--- config.mk ---
export PLATFORM = sky130hd
export DESIGN_NAME = sss_useq
export DESIGN_NICKNAME = d
export VERILOG_FILES = /design/src/hdl/sss_pkg.sv /design/src/hdl/sss_useq.sv
export SDC_FILE = /design/constraint.sdc
export NUM_CORES = 1
export LEC_CHECK = 0
export BUFFER_PORTS_ARGS = -buffer_cell sky130_fd_sc_hd__buf_2
export CAP_MARGIN = 10
export CORE_AREA = 2 2 39 41
export DETAILED_ROUTE_END_ITERATION = 8
export DIE_AREA = 0 0 41 43
export GPL_ROUTABILITY_DRIVEN = 0
export PLACE_DENSITY = 0.36
export SYNTH_ARGS = -nofsm -noshare
export SYNTH_HDL_FRONTEND = slang
export SYNTH_SLANG_ARGS = --single-unit
--- constraint.sdc ---
create_clock -name clk -period 2.1 [get_ports clk]
set_clock_uncertainty 0.2 [all_clocks]
set_input_delay 0.21 -clock clk [delete_from_list [all_inputs] [get_ports clk]]
set_output_delay 0.21 -clock clk [all_outputs]
set_load 0.02 [all_outputs]
--- src/hdl/sss_pkg.sv ---
// Package for the sorted-matrix staircase search unit.
// Holds sizing defaults, control/status structs and the microcode table.
// No dependencies.
`default_nettype none

package sss_pkg;

  localparam int SSS_MAX_ROWS   = 16;
  localparam int SSS_MAX_COLS   = 16;
  localparam int SSS_DATA_WIDTH = 32;

  // Configuration register byte addresses (one bit decodes them)
  localparam logic [2:0] ADDR_ROWS_IN_USE = 3'd0;
  localparam logic [2:0] ADDR_COLS_IN_USE = 3'd4;
  localparam logic [4:0] ROWS_RESET       = 5'd4;
  localparam logic [4:0] COLS_RESET       = 5'd4;

  // Program steps
  typedef logic [1:0] step_t;
  localparam step_t STEP_IDLE  = 2'd0;
  localparam step_t STEP_START = 2'd1;
  localparam step_t STEP_WALK  = 2'd2;
  localparam step_t STEP_EMIT  = 2'd3;

  // Jump conditions
  typedef enum logic [1:0] {
    COND_GO    = 2'd0,
    COND_EMPTY = 2'd1,
    COND_STOP  = 2'd2,
    COND_SLOT  = 2'd3
  } cond_t;

  // Datapath controls decoded from one microcode word
  typedef struct packed {
    logic take;
    logic rd_init;
    logic walk;
    logic emit;
  } ctrl_t;

  typedef struct packed {
    ctrl_t ctrl;
    cond_t cond;
    step_t jump;
    step_t next;
  } uword_t;

  // Datapath status for the jump conditions
  typedef struct packed {
    logic go;
    logic empty;
    logic stop;
  } path_stat_t;

  function automatic uword_t ucode(input step_t step);
    uword_t w;
    w = '0;
    case (step)
      STEP_IDLE: begin
        w.ctrl.take = 1'b1;
        w.cond = COND_GO;    w.jump = STEP_START; w.next = STEP_IDLE;
      end
      STEP_START: begin
        w.ctrl.rd_init = 1'b1;
        w.cond = COND_EMPTY; w.jump = STEP_EMIT;  w.next = STEP_WALK;
      end
      STEP_WALK: begin
        w.ctrl.walk = 1'b1;
        w.cond = COND_STOP;  w.jump = STEP_EMIT;  w.next = STEP_WALK;
      end
      STEP_EMIT: begin
        w.ctrl.emit = 1'b1;
        w.cond = COND_SLOT;  w.jump = STEP_IDLE;  w.next = STEP_EMIT;
      end
      default: begin
        w.cond = COND_GO;    w.jump = STEP_IDLE;  w.next = STEP_IDLE;
      end
    endcase
    return w;
  endfunction

endpackage

`default_nettype wire

--- src/hdl/sss_useq.sv ---
// Microcode sequencer: step counter, control word table and jump select.
// Depends on sss_pkg.
`default_nettype none

module sss_useq (
  input  wire logic               clk,
  input  wire logic               rst,
  input  wire sss_pkg::path_stat_t stat,
  input  wire logic               slot_free,
  output sss_pkg::ctrl_t          ctrl
);

  sss_pkg::step_t  step;
  sss_pkg::step_t  step_next;
  sss_pkg::uword_t word;
  logic            cond_true;

  assign word = sss_pkg::ucode(step);
  assign ctrl = word.ctrl;

  always_comb begin
    case (word.cond)
      sss_pkg::COND_GO:    cond_true = stat.go;
      sss_pkg::COND_EMPTY: cond_true = stat.empty;
      sss_pkg::COND_STOP:  cond_true = stat.stop;
      sss_pkg::COND_SLOT:  cond_true = slot_free;
      default:             cond_true = 1'b0;
    endcase
    step_next = cond_true ? word.jump : word.next;
  end

  always_ff @(posedge clk) begin
    if (rst) begin
      step <= sss_pkg::STEP_IDLE;
    end else begin
      step <= step_next;
    end
  end

endmodule

`default_nettype wire

==> parameters.txt, run 1 <==
Parameter                              Value

Cells and area
  Largest register FFs    2
  Layout Cells excl Fill    50
  Most flop-heavy register    step
  Number of diodes added for antenna fixing    0
  Area growth, synth to finish    39.3%
  Most frequent cells in the layout    buf_2 (9), ha_1 (8), nor2b_1 (3), clkbuf_4 (3)
  Final Cell Area    about 310 µm²
  Biggest regs    step (2)
  Leading cell type in the layout, fill and taps excluded    buf_2
  Ratio of cells with drive above 1 in the final layout    between 40% and 50%
  Net total in the final layout    50

Timing
  Final critical-path setup slack    approximately 0.41 ns
  Unrepaired setup endpoints after global routing    false
  Highest clock rate    a little under 600 MHz
  Number of failing hold endpoints at the final stage    0
  Slew Viols, Final    0
  Setup violation total in the final timing report    0
  Tcrit/Tclk final    80.7%
  Worst-Margin Slew    approximately 0.18 ns
  Final critical-path required period    about 1.7 ns
  Relative slew slack    ~88%
  Total negative slack    0 ns

Setup path
  Type of origin of the critical path    flip-flop
  Delay of the slowest cell on the worst path    around 0.39 ns
  Maximum net fanout on the critical path    5
  Crit path max-delay cell type    dfxtp_1
  Critical path start-end classification    flip-flop to flip-flop
  Worst Setup End Kind    flip-flop
  Worst EP required    approximately 2 ns
  Arr. time, crit path    between 1.5 and 2 ns
  Ordered list of cells on the worst path    inv_1 -> ha_1 -> nor2b_1 -> a21oi_2 -> mux2_1

Placement
  Placed instance count    47
  Dpl ws    between 0.3 and 0.4 ns
  Placed inst area    288 µm²
  DP HPWL    408 µm
  PortBufs    9

Clocking
  CTS Sinks    2
  Clock slew at reported path FFs    about 0.030 ns
  Root cell of the clock tree    clkbuf_4
  Resize count post-CTS    0
  Number of clock buffers inserted by TritonCTS    3
  CTS tree    yes
  CTS Hold Bufs    0
  Number of buffers added for setup after CTS    0
  # H-tree levels    1
  Clock insertion delay at the later pin of the skew report    approximately 0.22 ns
  Number of buffers on the longest clock path    2

Global route
  Number of antenna violations at the first check in global routing    0
  First-pass GRT wire length    between 700 and 800 µm
  Maximum number of pins on one net before global-route repair    6
  Via count of the first global-routing pass    186
  GRT Util Overall    under 10%
  Residual overflow from global routing    0

Pwr
  Relative contribution of combinational cells to total power    56.7%
  Leak pwr    0.164 nW
  Internal power contribution    0.204 mW
  Power share of the sequential group    approximately 20%
  Total power after layout    between 0.3 and 0.4 mW
  Switching Share    between 40% and 50%
  Reported net switching power    around 0.15 mW
  Total power per unit cell area    1150 nW/µm²
  Peak supply drop    0.000280 V
  Clock group share of total power    between 20% and 30%

Drt
  Router iterations before antenna repair    1
  First-iteration detailed-routing DRC count    0
  Overall via count from detail_route    about 190
  DRC Markers    0
  Total Wirelength    483 µm
  Residual antenna-violating net count after detailed routing    0
  Vias per cell    between 3 and 4
  Detailed-route wire length per cell    roughly 9.7 µm

Floorplanning
  Core outline area    between 1000 and 1500 µm²
  Number of top-level design ports    10
  Std cell rows    14
  X dimension of the die    between 40 and 50 µm
  Starting density of the core    approximately 16%
  Height of the die    between 40 and 50 µm
  Die Outline Area    between 1500 and 2000 µm²

Synth
  Flip-flop and latch count after synthesis    2
  Total number of yosys warnings    0
  Share of the synthesized area in the top cell type    between 40 and 50%
  Post-Syn Area    223 µm²
  Post-synthesis cell type with the largest combined area    ha_1
  Mean cell area of the mapped netlist    10.1 µm²
  Synthesized Nets    36
  Cell types occupying the most area after synthesis    ha_1 (45%), dfxtp_1 (18%), mux2_1 (10%)
  Part of the Yosys area used for sequential elements    between 10% and 20%
  Mapped Cells    22
  Distinct cells, synth    9

Run
  Maximum capacitance violations    0

Min path
  Class of the tightest hold or removal check    primary input to flip-flop

Run status
  Status    finished, final reports clean
## cells in the mapped netlist
| cell | number |
|---|---|
| ha_1 | 8 |
| inv_1 | 2 |
| nor2b_1 | 3 |
| dfxtp_1 | 2 |
| mux2_1 | 2 |
| a22oi_2 | 1 |
| nor2_1 | 2 |
| a21oi_2 | 1 |
| a21oi_1 | 1 |
## worst paths after layout
path / endpoint / start / cells past startpoint / slack [ns]
setup / recovery: step[0] / step[0] / 5 / 0.41
hold / removal: step[1] / rst / 3 / 0.15
setup reg to reg: step[0] / step[0] / 5 / 0.41
hold reg to reg: step[0] / step[1] / 3 / 0.59
## cell type report
class | count | area, µm²
inverter | 2 | 7.51
multi-input combinational | 18 | 175
fill | 162 | 1070
clock buffer | 3 | 22.5
sequential | 2 | 40.0
timing repair buffer | 9 | 45.0
tap | 16 | 20.0
## power by group through the flow
stage | Combinational (mW) | Clock [mW] | Sequential (mW)
2_1_floorplan | 0.160 | 0 | 0.0688
3_3_place_gp | 0.207 | 0 | 0.0722
3_5_place_dp | 0.209 | 0 | 0.0736
4_1_cts | 0.211 | 0.0894 | 0.0730
5_1_grt | 0.229 | 0.0953 | 0.0757
6_report | 0.203 | 0.0832 | 0.0720
## logic make-up after synthesis
group	after synthesis	synth area share, %
flip-flops	2	18.0
multiplexers	2	10.1
AO/OA/AOI/OAI	3	11.8
adder cells (fa/ha/maj)	8	44.9
AND/OR/NAND/NOR	5	11.8
buffers and inverters	2	3.37
## worst max-delay path: cells and delay by family (launching register included)
family,cells,cell delay [ns]
fa+ha+maj,1,0.24
flops,1,0.39
simple gates,1,0.14
mux,1,0.33
buf+inv,1,0.12
compound gates,1,0.14
## routing by layer
| layer | vias to the layer above | global-route usage [%] | share of wire, % |
|---|---|---|---|
| met3 | 0 | 4.71 | 12 |
| met2 | 10 | 9.69 | 44 |
| met5 | - | 0 | 0 |
| li1 | 96 | - | - |
| met1 | 81 | 7.67 | 43 |
| met4 | 0 | 4.00 | 0 |
## stage by stage
stage	hold WS, ns	utilization (%)
after floorplan	0.208	-
after global placement	0.376	20.8
after detailed placement	0.376	20.8
after CTS	0.142	22.4
after global routing	0.168	22.4
final	0.149	22.4
(Power assumes the default switching activity.)
==> inputs of run 2 (changes only) <==
--- a/config.mk
+++ b/config.mk
@@ -11,7 +11,7 @@
 export DETAILED_ROUTE_END_ITERATION = 8
 export DIE_AREA = 0 0 41 43
 export GPL_ROUTABILITY_DRIVEN = 0
-export PLACE_DENSITY = 0.36
+export PLACE_DENSITY = 0.37
 export SYNTH_ARGS = -nofsm -noshare
 export SYNTH_HDL_FRONTEND = slang
 export SYNTH_SLANG_ARGS = --single-unit
==> constraint.sdc (replaced) <==
create_clock -name clk -period 1.4 [get_ports clk]
set_clock_uncertainty 0.2 [all_clocks]
set_input_delay 0.14 -clock clk [delete_from_list [all_inputs] [get_ports clk]]
set_output_delay 0.14 -clock clk [all_outputs]
set_load 0.02 [all_outputs]
==> parameters.txt, run 2 (same netlist as run 1, synthesis figures left out) <==
Parameter                              Value

Run status
  Status    finished with violations
  Violations in the final reports    setup timing

Timing
  Worst hold margin    about 0.09 ns
  Final critical-path required period    approximately 1.5 ns
  Slew Viols, Final    0
  Number of failing hold endpoints at the final stage    0
  Setup violation total in the final timing report    4
  Worst-Margin Slew    roughly 0.2 ns
  Total negative slack    -0.343 ns
  Unrepaired setup endpoints after global routing    true
  Relative slew slack    around 87%
  Tcrit/Tclk final    109%
  Final critical-path setup slack    -0.129 ns
  Highest clock rate    about 650 MHz

Cells and area
  Largest register FFs    2
  Net total in the final layout    between 50 and 60
  Leading cell type in the layout, fill and taps excluded    buf_2
  Most flop-heavy register    step
  Ratio of cells with drive above 1 in the final layout    roughly 83%
  Most frequent cells in the layout    buf_2 (7), ha_4 (5), buf_6 (4)
  Layout Cells excl Fill    between 50 and 60
  Final Cell Area    492 µm²
  Number of diodes added for antenna fixing    0
  Area growth, synth to finish    121%
  Biggest regs    step (2)

Global route
  Via count of the first global-routing pass    230
  First-pass GRT wire length    a little under 1 mm
  Residual overflow from global routing    0
  Maximum number of pins on one net before global-route repair    5
  Number of antenna violations at the first check in global routing    0
  GRT Util Overall    8.91%

Min path
  Class of the tightest hold or removal check    primary input to flip-flop
  Number of cells on the worst hold path    3

Setup path
  Worst R2R Path Depth    5
  Worst Setup End Kind    flip-flop
  Type of origin of the critical path    flip-flop
  Worst EP required    between 1 and 1.5 ns
  Critical path start-end classification    flip-flop to flip-flop
  Maximum net fanout on the critical path    4
  Arr. time, crit path    about 1.4 ns

Drt
  Router iterations before antenna repair    2
  Detailed-route wire length per cell    between 10 and 15 µm
  Max layer used    met4
  WL met1    about 200 µm
  DRC Markers    0
  Residual antenna-violating net count after detailed routing    0
  Overall via count from detail_route    220
  Met3 routed WL    between 20 and 30 µm
  Total Wirelength    between 500 and 600 µm
  First-iteration detailed-routing DRC count    1
  Vias per cell    slightly below 4
  Routed length on met2    between 300 and 400 µm

Clocking
  Root cell of the clock tree    clkbuf_4
  CTS Sinks    2
  Number of buffers on the longest clock path    2
  Clock slew at reported path FFs    approximately 0.03 ns
  Number of clock buffers inserted by TritonCTS    3
  # H-tree levels    1
  CTS tree    yes
  Clock insertion delay at the later pin of the skew report    ~0.23 ns

Pwr
  Peak supply drop    about 0.0009 V
  Total power after layout    between 0.8 and 0.9 mW
  Total power per unit cell area    about 1800 nW/µm²
  Leak pwr    about 0.22 nW

Placement
  Placed instance count    slightly below 50
  PortBufs    9
  DP HPWL    around 400 µm
  Placed inst area    between 300 and 400 µm²

Run
  Maximum capacitance violations    0

Floorplanning
  Die Outline Area    1760 µm²
  X dimension of the die    roughly 41 µm
  Height of the die    between 40 and 50 µm
  Std cell rows    14
  Core outline area    ~1400 µm²
  Number of top-level design ports    10
  Starting density of the core    16.1%
[run 2: area by class of cell]
type / instances / area, µm²
Fill cell: 139 / 892
Clock buffer: 3 / 22.5
Timing Repair Buffer: 15 / 123
Tap cell: 16 / 20.0
Inverter: 2 / 15.0
Sequential cell: 2 / 47.5
Multi-Input combinational cell: 18 / 264
[run 2: routing by layer]
metal	global-route usage, %	up-vias
met3	3.14	2
met2	13.1	7
met5	0	-
met1	9.24	103
met4	8.00	0
li1	-	108
[run 2: worst paths after layout]
check          start      end  slack (ns)
max reg2reg  step[0]  step[1]       -0.13
min              rst  step[0]        0.09
min reg2reg  step[1]  step[0]        0.59
max          step[0]  step[1]       -0.13
[run 2: timing repair]
| action | 4_1_cts | 5_1_grt |
|---|---|---|
| endpoints found under the setup margin | 3 | 4 |
| pin swaps | 3 | 2 |
| hold buffers | 0 | 0 |
| gates resized for setup | 15 | 2 |
| buffers inserted | 4 | 0 |
[run 2: per-stage QoR]
stage | setup slack, ns | util (%)
floorplan | -0.0807 | -
global placement | -0.126 | 25.1
detailed placement | -0.150 | 25.1
CTS | -0.133 | 34.6
global route | -0.176 | 35.5
finish | -0.129 | 35.5
[run 2: worst max-delay path: stages, from the launching register on]
cell and delay, ns:
dfxtp_4 0.37, buf_12 0.13, ha_4 0.15, a21oi_2 0.16
a21oi_4 0.09, mux2_4 0.30
[run 2: power by group]
group / leakage [nW] / internal [mW] / total, mW / switching (mW)
registers: 0.0178 / 0.0925 / 0.144 / 0.0519
logic: 0.184 / 0.340 / 0.609 / 0.269
clock network: 0.0138 / 0.0951 / 0.134 / 0.0388
